===== config.mk =====
export PLATFORM = sky130hd
export DESIGN_NAME = gshare_branch_predictor_flat
export DESIGN_NICKNAME = d
export VERILOG_FILES = /design/src/design/gbp_pkg.sv /design/src/design/gbp_if.sv /design/src/design/gbp_ram.sv /design/src/design/gshare_branch_predictor.sv /design/src/flat_wrapper.sv
export SDC_FILE = /design/constraint.sdc
export NUM_CORES = 2
export LEC_CHECK = 0
export BUFFER_PORTS_ARGS = -buffer_cell sky130_fd_sc_hd__buf_2
export CORE_AREA = 2 2 634 636
export CTS_CLUSTER_SIZE = 12
export DETAILED_ROUTE_END_ITERATION = 7
export DIE_AREA = 0 0 636 638
export GPL_ROUTABILITY_DRIVEN = 1
export SLEW_MARGIN = 20
export SYNTH_ARGS = -nofsm -noshare
export SYNTH_HDL_FRONTEND = slang
export SYNTH_MEMORY_MAX_BITS = 65536
export SYNTH_SLANG_ARGS = --single-unit
export TNS_END_PERCENT = 5

===== constraint.sdc =====
create_clock -name clk -period 13 [get_ports clk]
set_clock_uncertainty 0.15 [all_clocks]
set_input_delay 1.3 -clock clk [delete_from_list [all_inputs] [get_ports clk]]
set_output_delay 1.3 -clock clk [all_outputs]
set_load 0.02 [all_outputs]

===== src/design/gbp_pkg.sv =====
// Shared types and constants for the gshare branch predictor.
package gbp_pkg;

  typedef enum logic {
    OP_PREDICT = 1'b0,
    OP_UPDATE  = 1'b1
  } op_t;

  typedef logic [1:0] ctr_t;

  localparam ctr_t CTR_MIN   = 2'd0;
  localparam ctr_t CTR_TAKEN = 2'd2;
  localparam ctr_t CTR_MAX   = 2'd3;

  localparam logic [31:0] PC_STEP = 32'd4;

  typedef enum logic [2:0] {
    ST_CLEAR = 3'b001,
    ST_IDLE  = 3'b010,
    ST_LOOK  = 3'b100
  } state_t;

endpackage


===== src/design/gbp_if.sv =====
// Request and response channel interfaces for the gshare branch predictor.
interface gbp_in_if import gbp_pkg::*; ();
  logic        valid;
  logic        ready;
  op_t         op;
  logic [31:0] pc;
  logic [31:0] actual_target;
  logic        taken;

  modport source (output valid, op, pc, actual_target, taken, input ready);
  modport sink   (input valid, op, pc, actual_target, taken, output ready);
endinterface

interface gbp_out_if;
  logic        valid;
  logic        ready;
  logic [31:0] predicted_next_pc;
  logic        predicted_taken;

  modport source (output valid, predicted_next_pc, predicted_taken, input ready);
  modport sink   (input valid, predicted_next_pc, predicted_taken, output ready);
endinterface


===== src/design/gbp_ram.sv =====
// Generic single-port synchronous RAM with registered read data.
module gbp_ram #(
  parameter int WIDTH = 8,
  parameter int DEPTH = 16
) (
  input  logic                     clk,
  input  logic [$clog2(DEPTH)-1:0] addr,
  input  logic                     we,
  input  logic [WIDTH-1:0]         wdata,
  input  logic                     re,
  output logic [WIDTH-1:0]         rdata
);

  logic [WIDTH-1:0] mem [DEPTH];

  always_ff @(posedge clk) begin
    if (we) begin
      mem[addr] <= wdata;
    end
    if (re) begin
      rdata <= mem[addr];
    end
  end

endmodule


===== src/design/gshare_branch_predictor.sv =====
// Gshare branch predictor top level: counter table, target buffer and history.
// A predict result passes the registered memory read and then the output
//   register, and is held back while an earlier result stalls.
// A new request is taken only after the last leaves lookup; each is a read, and
//   an update adds a write-back of the counter (and of the target buffer if taken).
// Reset: synchronous, active low. A clearing sweep over every counter and
//   target-buffer entry zeroes counters and valid bits
//   while in_req.ready stays low.
module gshare_branch_predictor import gbp_pkg::*; #(
  parameter int TARGET_ENTRIES = 64,
  parameter int HISTORY_BITS   = 8
) (
  input  logic        clk,
  input  logic        rst_n,
  gbp_in_if.sink      in_req,
  gbp_out_if.source   out_rsp
);

  // Geometry
  localparam int IB        = $clog2(TARGET_ENTRIES);
  localparam int TAG_W     = 32 - 2 - IB;
  localparam int BTB_W     = 1 + TAG_W + 32;
  localparam int CNT_DEPTH = 1 << HISTORY_BITS;
  localparam int CW        = (HISTORY_BITS > IB) ? HISTORY_BITS : IB;
  localparam int CLR_LAST  =
    ((CNT_DEPTH > TARGET_ENTRIES) ? CNT_DEPTH : TARGET_ENTRIES) - 1;

  localparam logic [IB-1:0] BTB_MASK = IB'(TARGET_ENTRIES - 1);

  // Control and request registers
  state_t                  state_r, state_nxt;
  logic [CW-1:0]           clr_r, clr_nxt;
  logic [HISTORY_BITS-1:0] hist_r, hist_nxt;
  logic                    out_valid_r, out_valid_nxt;
  logic [31:0]             out_pc_r, out_pc_nxt;
  logic                    out_taken_r, out_taken_nxt;

  op_t                     req_op_r;
  logic [31:0]             req_pc_r;
  logic [31:0]             req_tgt_r;
  logic                    req_taken_r;
  logic [HISTORY_BITS-1:0] req_ci_r;
  logic [IB-1:0]           req_bi_r;

  // Memory ports
  logic [HISTORY_BITS-1:0] ctr_addr;
  logic                    ctr_we, ctr_re;
  ctr_t                    ctr_wdata, ctr_rdata;
  logic [IB-1:0]           btb_addr;
  logic                    btb_we, btb_re;
  logic [BTB_W-1:0]        btb_wdata, btb_rdata;

  // Lookup decode
  logic                    in_fire;
  logic [HISTORY_BITS-1:0] in_ci;
  logic [IB-1:0]           in_bi;
  logic                    btb_valid;
  logic [TAG_W-1:0]        btb_tag;
  logic [31:0]             btb_target;
  logic                    pred_taken;
  logic                    btb_hit;
  logic                    out_free;
  ctr_t                    ctr_upd;

  assign in_req.ready = (state_r == ST_IDLE);
  assign in_fire      = in_req.valid && in_req.ready;

  // gshare index: word address xor global history; buffer index masked
  assign in_ci = in_req.pc[HISTORY_BITS+1:2] ^ hist_r;
  assign in_bi = in_req.pc[IB+1:2] & BTB_MASK;

  assign {btb_valid, btb_tag, btb_target} = btb_rdata;

  assign pred_taken = (ctr_rdata >= CTR_TAKEN);
  assign btb_hit    = btb_valid && (btb_tag == req_pc_r[31:IB+2]);
  assign out_free   = !out_valid_r || out_rsp.ready;

  // Saturating two-bit counter step toward the outcome
  always_comb begin
    if (req_taken_r) begin
      ctr_upd = (ctr_rdata == CTR_MAX) ? ctr_rdata : ctr_rdata + 2'd1;
    end else begin
      ctr_upd = (ctr_rdata == CTR_MIN) ? ctr_rdata : ctr_rdata - 2'd1;
    end
  end

  // Memory port steering: sweep while clearing, read on accept, write back on update in lookup
  always_comb begin
    ctr_addr  = req_ci_r;
    ctr_we    = 1'b0;
    ctr_re    = 1'b0;
    ctr_wdata = ctr_upd;
    btb_addr  = req_bi_r;
    btb_we    = 1'b0;
    btb_re    = 1'b0;
    btb_wdata = {1'b1, req_pc_r[31:IB+2], req_tgt_r};
    case (state_r)
      ST_CLEAR: begin
        ctr_addr  = clr_r[HISTORY_BITS-1:0];
        ctr_we    = 1'b1;
        ctr_wdata = CTR_MIN;
        btb_addr  = clr_r[IB-1:0];
        btb_we    = ({1'b0, clr_r} < (CW+1)'(TARGET_ENTRIES));
        btb_wdata = '0;
      end
      ST_IDLE: begin
        ctr_addr = in_ci;
        ctr_re   = in_fire;
        btb_addr = in_bi;
        btb_re   = in_fire;
      end
      ST_LOOK: begin
        ctr_we = (req_op_r == OP_UPDATE);
        btb_we = (req_op_r == OP_UPDATE) && req_taken_r;
      end
      default: begin
        ctr_we = 1'b0;
      end
    endcase
  end

  // Next-state logic
  always_comb begin
    state_nxt     = state_r;
    clr_nxt       = clr_r;
    hist_nxt      = hist_r;
    out_valid_nxt = out_valid_r && !out_rsp.ready;
    out_pc_nxt    = out_pc_r;
    out_taken_nxt = out_taken_r;
    case (state_r)
      ST_CLEAR: begin
        clr_nxt = clr_r + CW'(1);
        if (clr_r == CW'(CLR_LAST)) begin
          state_nxt = ST_IDLE;
        end
      end
      ST_IDLE: begin
        if (in_fire) begin
          state_nxt = ST_LOOK;
        end
      end
      ST_LOOK: begin
        if (req_op_r == OP_UPDATE) begin
          hist_nxt  = HISTORY_BITS'({hist_r, req_taken_r});
          state_nxt = ST_IDLE;
        end else if (out_free) begin
          // read data holds while the output is stalled
          out_valid_nxt = 1'b1;
          out_taken_nxt = pred_taken;
          out_pc_nxt    = (pred_taken && btb_hit) ? btb_target : req_pc_r + PC_STEP;
          state_nxt     = ST_IDLE;
        end
      end
      default: begin
        state_nxt = ST_IDLE;
      end
    endcase
  end

  always_ff @(posedge clk) begin
    if (!rst_n) begin
      state_r     <= ST_CLEAR;
      clr_r       <= '0;
      hist_r      <= '0;
      out_valid_r <= 1'b0;
    end else begin
      state_r     <= state_nxt;
      clr_r       <= clr_nxt;
      hist_r      <= hist_nxt;
      out_valid_r <= out_valid_nxt;
    end
  end

  // Payload registers
  always_ff @(posedge clk) begin
    out_pc_r    <= out_pc_nxt;
    out_taken_r <= out_taken_nxt;
    if (in_fire) begin
      req_op_r    <= in_req.op;
      req_pc_r    <= in_req.pc;
      req_tgt_r   <= in_req.actual_target;
      req_taken_r <= in_req.taken;
      req_ci_r    <= in_ci;
      req_bi_r    <= in_bi;
    end
  end

  assign out_rsp.valid             = out_valid_r;
  assign out_rsp.predicted_next_pc = out_pc_r;
  assign out_rsp.predicted_taken   = out_taken_r;

  // Direction counter table
  gbp_ram #(
    .WIDTH ($bits(ctr_t)),
    .DEPTH (CNT_DEPTH)
  ) u_ctr_ram (
    .clk   (clk),
    .addr  (ctr_addr),
    .we    (ctr_we),
    .wdata (ctr_wdata),
    .re    (ctr_re),
    .rdata (ctr_rdata)
  );

  // Target buffer: valid, tag, target
  gbp_ram #(
    .WIDTH (BTB_W),
    .DEPTH (TARGET_ENTRIES)
  ) u_btb_ram (
    .clk   (clk),
    .addr  (btb_addr),
    .we    (btb_we),
    .wdata (btb_wdata),
    .re    (btb_re),
    .rdata (btb_rdata)
  );

endmodule


===== src/flat_wrapper.sv =====
// flat-port wrapper written by rule: the top's interface ports become plain ports
module gshare_branch_predictor_flat import gbp_pkg::*;
#(
  parameter int TARGET_ENTRIES = 64,
  parameter int HISTORY_BITS   = 8
)
  (clk, rst_n, in_req_valid, in_req_op, in_req_pc, in_req_actual_target, in_req_taken, in_req_ready, out_rsp_valid, out_rsp_predicted_next_pc, out_rsp_predicted_taken, out_rsp_ready);
  gbp_in_if in_req_i ();
  gbp_out_if out_rsp_i ();
  input  logic clk;
  input  logic rst_n;
  input wire logic [$bits(in_req_i.valid)-1:0] in_req_valid;
  input wire logic [$bits(in_req_i.op)-1:0] in_req_op;
  input wire logic [$bits(in_req_i.pc)-1:0] in_req_pc;
  input wire logic [$bits(in_req_i.actual_target)-1:0] in_req_actual_target;
  input wire logic [$bits(in_req_i.taken)-1:0] in_req_taken;
  output wire logic [$bits(in_req_i.ready)-1:0] in_req_ready;
  output wire logic [$bits(out_rsp_i.valid)-1:0] out_rsp_valid;
  output wire logic [$bits(out_rsp_i.predicted_next_pc)-1:0] out_rsp_predicted_next_pc;
  output wire logic [$bits(out_rsp_i.predicted_taken)-1:0] out_rsp_predicted_taken;
  input wire logic [$bits(out_rsp_i.ready)-1:0] out_rsp_ready;
  assign in_req_i.valid = in_req_valid;
  assign in_req_i.op = in_req_op;
  assign in_req_i.pc = in_req_pc;
  assign in_req_i.actual_target = in_req_actual_target;
  assign in_req_i.taken = in_req_taken;
  assign in_req_ready = in_req_i.ready;
  assign out_rsp_valid = out_rsp_i.valid;
  assign out_rsp_predicted_next_pc = out_rsp_i.predicted_next_pc;
  assign out_rsp_predicted_taken = out_rsp_i.predicted_taken;
  assign out_rsp_i.ready = out_rsp_ready;
  gshare_branch_predictor #(.TARGET_ENTRIES(TARGET_ENTRIES), .HISTORY_BITS(HISTORY_BITS)) u_core (.clk(clk), .rst_n(rst_n), .in_req(in_req_i), .out_rsp(out_rsp_i));
endmodule

== Word level (Yosys, flattened, before mapping) ==
Memories as Yosys holds them, arrays and structs flattened. A register that Yosys moved wholly into a read port is not among the register bits.
Cells that the tools add are included.

* $add $sub $neg: 4
* Magnitude comparators: 2
* Equal/unequal tests: 9
* Mux-type cells: 23
* Bitwise operators: 2
* Reduce and logical (&&, ||, !) cells: 12

{| class="wikitable"
|+ Operators with widths
! operator !! count
|-
| $mux 57 || 1
|-
| $add 32x3->32 const B || 1
|-
| $mux 32 || 1
|-
| $eq 24x24->1 || 1
|-
| $pmux 8 s2 || 1
|-
| $mux 3 || 4
|-
| $pmux 6 s2 || 1
|-
| $pmux 3 s3 || 1
|-
| $add 8x1->8 const B || 1
|-
| $eq 8x8->1 const B || 1
|-
| $lt 8x7->1 const B || 1
|-
| $mux 1 || 8
|-
| $mux 2 || 4
|-
| $xor 8x8->8 || 1
|-
| $reduce_and 3->1 || 2
|-
| $logic_and 1x1->1 || 5
|-
| $pmux 1 s2 || 2
|-
| $eq 3x1->1 const B || 1
|-
| $eq 3x2->1 const B || 1
|-
| $eq 3x3->1 const B || 1
|-
| $ne 3x1->1 const B || 1
|-
| $add 2x1->2 const B || 1
|-
| $eq 2x2->1 const B || 1
|-
| $ge 2x2->1 const B || 1
|-
| other kinds (8) || 9
|}

* Flip-flop bits (word level): 133
* RAM bits: 4160
* Input bits: 70
* Output and inout port bits: 35
* Word-level logic and storage cells: 66
* Memories: 2

{| class="wikitable"
|+ Memory list
! name !! depth !! width !! rd ports !! clocked after memory_dff !! wr ports !! RTL line !! RTL
|-
| u_core.u_btb_ram.mem || 64 || 57 || 1 || 1 || 1 || gbp_ram.sv:14 || <nowiki>logic [WIDTH-1:0] mem [DEPTH];</nowiki>
|-
| u_core.u_ctr_ram.mem || 256 || 2 || 1 || 1 || 1 || gbp_ram.sv:14 ||
|}

== Depth between registers and ports, before layout ==
* Depth in word-level cells: 5
* Depth in mapped cells: 16
* Gate-level depth less buffers: 11

== Modules after synthesis ==
From an unflattened synthesis, not the netlist that was laid out.

* Cells, all modules: 9195
* Area total of the unflattened synthesis: 166006.7 um^2

{| class="wikitable"
|+ Modules (own cells, without submodules)
! module !! instances !! cells each !! area an instance (um^2) !! sequential area each (um^2)
|-
| gbp_ram (u_core.u_btb_ram) || 1 || 7547 || 139246.0 || 111256.7
|-
| gbp_ram (u_core.u_ctr_ram) || 1 || 1174 || 20816.2 || 15434.8
|-
| gshare_branch_predictor || 1 || 474 || 5944.5 || 3613.5
|}

== Worst setup path after synthesis ==
OpenSTA, ideal clock, no wires.

* Path type: register -> register
* From: register u_core.state_r[1]
* To: memory u_core.u_ctr_ram.mem[0][0] in the netlist's numbering (data pin)
* Setup time: 1.575 ns
* Arrival time: 7.504 ns
* Data required time: 11.275 ns
* Setup slack: 3.772 ns
* Stages on the path, launching flop included: 4
* Buffers on the path: 0
* Period minus slack after synthesis: 9.228 ns
* Cell sequence: dfxtp_1 nand2b_1 nor2_2 a21oi_1

* Longest elaborated chain between the ends: 2

{| class="wikitable"
|+ Ends and longest elaborated chain
! what !! RTL line !! RTL
|-
| start, declared || gshare_branch_predictor.sv:31 || <nowiki>state_t state_r, state_nxt;</nowiki>
|-
| start signal, assigned || gshare_branch_predictor.sv:167 || <nowiki>state_r <= state_nxt;</nowiki>
|-
| $eq 3x1->1 || gshare_branch_predictor.sv:97 || <nowiki>case (state_r)</nowiki>
|-
| $mux 2 || gshare_branch_predictor.sv:97 ||
|-
| via u_core.ctr_wdata[0] || gshare_branch_predictor.sv:48 || <nowiki>ctr_t ctr_wdata, ctr_rdata;</nowiki>
|-
| end, declared || gbp_ram.sv:14 ||
|}

The timed path passes the listed nets, and every way through them passes these cells.

== Worst setup path after layout ==
* From: register u_core.state_r[0]
* To: memory u_core.u_btb_ram.mem[62][12] in the netlist's numbering (enable)

* Longest elaborated chain between the ends: 4
* Elaborated cells between the ends (all ways): 7
* Those cells by class: 3 x eq/ne; 4 x mux

{| class="wikitable"
|+ Ends and longest elaborated chain
! what !! RTL line !! RTL
|-
| $eq 3x3->1 / $eq 3x1->1 (equally long branches) || gshare_branch_predictor.sv:97 ||
|-
| $pmux 1 s2 || gshare_branch_predictor.sv:97 ||
|-
| $mux 1 || gbp_ram.sv:17 || <nowiki>if (we) begin</nowiki>
|-
| $mux 1 (not written as such) || gbp_ram.sv:18 || <nowiki>mem[addr] <= wdata;</nowiki>
|-
| end, declared || gbp_ram.sv:14 ||
|}

Several ways; a longest one is shown, not always the timed one.

==> summary.txt <==
Run status
  – Status: finished, final reports clean

Cells and area
  – Fillers: between 30000 and 40000
  – P&R area growth vs syn: 13.2%
  – Final nets: 9064
  – Non-filler instance count after layout: approximately 15000
  – Layout cells sized above 1: 0.124
  – Sequential cell area: 130000 µm²
  – Multi-input logic area: between 20000 and 30000 µm²
  – Final instance area: approximately 180000 µm²

Floorplan
  – Die Width: ~640 µm
  – Initial Utilization: 0.399
  – Row count: about 230
  – I/O pin total: 105
  – Die Height: about 640 µm
  – Area of the core: ~400000 µm²
  – Die area: approximately 410000 µm²

Clock network
  – Hold-fix buffers at CTS: 0
  – Clock Tree Root: clkbuf_16
  – PostCTS Resize Cnt: 0
  – CTS Buf Count: roughly 440
  – H-tree levels: 5
  – CTS sink cnt: 4346
  – CTS tree: done
  – Clk_lat worst skew: about 1 ns
  – CTS max path bufs: 4
  – Post-CTS Setup Repair Bufs: 0
  – Clock slew at reported path FFs: 0.06 ns

Worst setup path
  – Worst setup startpoint: u_core.state_r[0]
  – End of the worst register-to-register path: u_core.u_btb_ram.mem[62][12]
  – R2R Path Start: u_core.state_r[0]
  – Number of cells on the worst reg-to-reg path: 8
  – R2r setup slk: 6.29 ns
  – Arrival time at the worst endpoint: between 7 and 8 ns
  – Top fanout value on the critical path: 55
  – Worst setup SP type: flop
  – CP endpoint kind: flop
  – CP Data Required Time: 13.38 ns
  – Critical Path Sink: u_core.u_btb_ram.mem[62][12]
  – Worst Setup Path Type: flop to flop

Routing
  – DR pass1 iterations: 8
  – DRC: 0
  – DRT iter0 DRCs: 15900
  – DR vias/cell: ~6.5
  – Average wire per standard cell: roughly 37 µm
  – Final ANT Viol Nets: 0
  – Detailed Route WL: 534 mm
  – Vias: about 94000

STA
  – TNS Setup: 0 ns
  – Worst Tran Pin Value: between 1 and 1.5 ns
  – Rel. slew slack: 0.173
  – Slew Viols, Final: 0
  – RSZ-0062 raised after global routing: false
  – Fmax: 0.149 GHz
  – Final Hold Viols: 0
  – Period Utilization, post-route: 0.516
  – Finish-stage setup viols: 0
  – Min cycle time layout: 6.71 ns

Synthesis
  – Cell variety after synth: 73
  – Post-Syn Instances: ~8700
  – Synthesis-stage register bit count: 4346
  – Most used DFF post-synth: edfxtp_1
  – Synth top area cells: edfxtp_1 (82%), a22oi_1 (9.0%), a41oi_1 (1.8%)
  – Post-synth top cells: edfxtp_1 (4326), a22oi_1 (1900), nor2_1 (382)
  – Sequential area share after synthesis: 0.820
  – Synthesis Warnings: 0
  – Cell accounting for the most synthesized area: edfxtp_1
  – Most frequent cell after synthesis: edfxtp_1
  – Mean Syn Cell Area: 18.2 µm²
  – Post-synth ARST share: 0
  – Yosys top cell area share: 0.817
  – Syn Nets: a little under 9000
  – Post-synth EDFFs: roughly 4300
  – Syn Std Cell Area: approximately 160000 µm²

Place
  – Dpl cell area: 167000 µm²
  – RD Place Congestion: roughly 0.85
  – DP Wirelength: approximately 280 mm
  – Number of port buffers: around 100
  – Placed instance count: ~14000

Power and ir drop
  – Power density cells: approximately 150 nW/µm²
  – Sw Ratio: 0.214
  – Sw Pwr: ~5.9 mW
  – Clock share of power: 0.415
  – Logic pwr share: 0.035
  – Max VDD drop: roughly 0.11 mV
  – Part of the power in registers: 0.550
  – Pint: around 22 mW
  – Final Total Pwr: between 20 and 30 mW
  – P_leak: between 50 and 60 nW

GRT
  – Number of global-route vias before repair: 90100
  – Gr ovfl total: 0
  – First-pass GRT wire length: ~730 mm
  – Largest net degree at the start of global routing: approximately 260
  – Initial antenna violation count: 21
  – GRT Total Usage: 0.254

Worst hold path
  – Worst Hold Class: flop to flop

Flow run
  – Max-cap violation count: 0
[worst min-delay path by stage]
stage / start / endpoint / cells past startpoint
after floorplan: u_core.hist_r[7] / u_core.hist_r[7] / 2
after global placement: u_core.hist_r[4] / u_core.hist_r[5] / 2
after detailed placement: u_core.hist_r[7] / u_core.hist_r[7] / 2
after CTS: in_req_actual_target[9] / u_core.req_tgt_r[9] / 1
after global routing: in_req_actual_target[24] / u_core.req_tgt_r[24] / 1
final: u_core.hist_r[6] / u_core.hist_r[7] / 2
[registers in the layout, summed over array words and instances (netlist names), 27 cells and up]
register,count
u_core.u_btb_ram.mem,3648
u_core.req_tgt_r,32
u_core.req_pc_r,27
u_core.out_rsp.predicted_next_pc,32
u_core.u_ctr_ram.mem,512
u_core.u_btb_ram.rdata,57
[area by class of cell]
class,count,area share
inverters,7,0.000160
well taps,5265,0.0366
repair buffers,415,0.0177
multi-input cells,3786,0.150
flip-flops and latches,4346,0.724
clock buffers,563,0.0642
diodes,20,0.000278
clock inverters,140,0.00645
[cell families after synthesis]
kind of cell,count (synthesis),share of synthesized area
adder cells (fa/ha/maj),2,0.000157
flip-flops,4346,0.820
buffers and inverters,578,0.0153
multiplexers,89,0.00624
XOR/XNOR,67,0.00381
AO/OA/AOI/OAI,2578,0.123
AND/OR/NAND/NOR,1050,0.0312
[layout by cell type, fill, tap and decap left out, drive strengths merged, types with 4 or more instances in the layout]
cell type / count
diode: 20
a22oi: 1900
a22o: 7
nor4: 53
o21ai: 30
buf: 415
xnor2: 49
o22ai: 22
a221oi: 4
mux2: 81
a211oi: 10
o22a: 4
nand3: 100
nor2: 383
a31oi: 22
a2111oi: 5
nor3: 41
o32ai: 4
xor2: 18
nand2: 217
nand4: 116
a222oi: 74
inv: 16
a21oi: 117
o221ai: 9
a21o: 6
clkinv: 124
a21boi: 11
dfxtp: 20
or4: 22
edfxtp: 4326
mux2i: 8
a41oi: 331
clkbuf: 563
and3: 11
nor2b: 8
bufinv: 6
and2: 67
or3: 14
[routing by layer]
metal,vias to the layer above,global-route usage,part of all wire
met2,7083,0.396,0.46
met4,8,0.110,0.049
li1,37200,-,-
met1,49000,0.341,0.37
met5,-,0,0.00011
met3,1070,0.0604,0.12
[stage by stage]
stage / utilization / setup slack, ns / hold slack [ns]
global placement: 0.419 / 6.15 / 0.327
floorplan: - / 3.77 / 0.305
CTS: 0.451 / 6.42 / 0.271
global route: 0.451 / 6.22 / 0.297
detailed placement: 0.419 / 6.20 / 0.337
finish: 0.451 / 6.29 / 0.303
[worst max-delay path, cell delays in order (launching register included)]
cell and delay [ns]:
dfxtp_1 0.66, nand2b_1 0.25, nor2_2 0.57, inv_4 0.40, o31ai_2 0.98, nand2_1 0.90, nor2_4 0.87, buf_4 0.74
buf_4 0.67
[power by group through the flow]
stage          sequential [mW]  combinational, mW  clock, mW
3_5_place_dp              15.6              0.964          0
5_1_grt                   15.3               1.02       12.1
6_report                  15.3              0.985       11.5
4_1_cts                   15.3              0.967       11.6
2_1_floorplan             15.6              0.563          0
3_3_place_gp              15.6              0.962          0
Power figures use the tool's default switching activity.
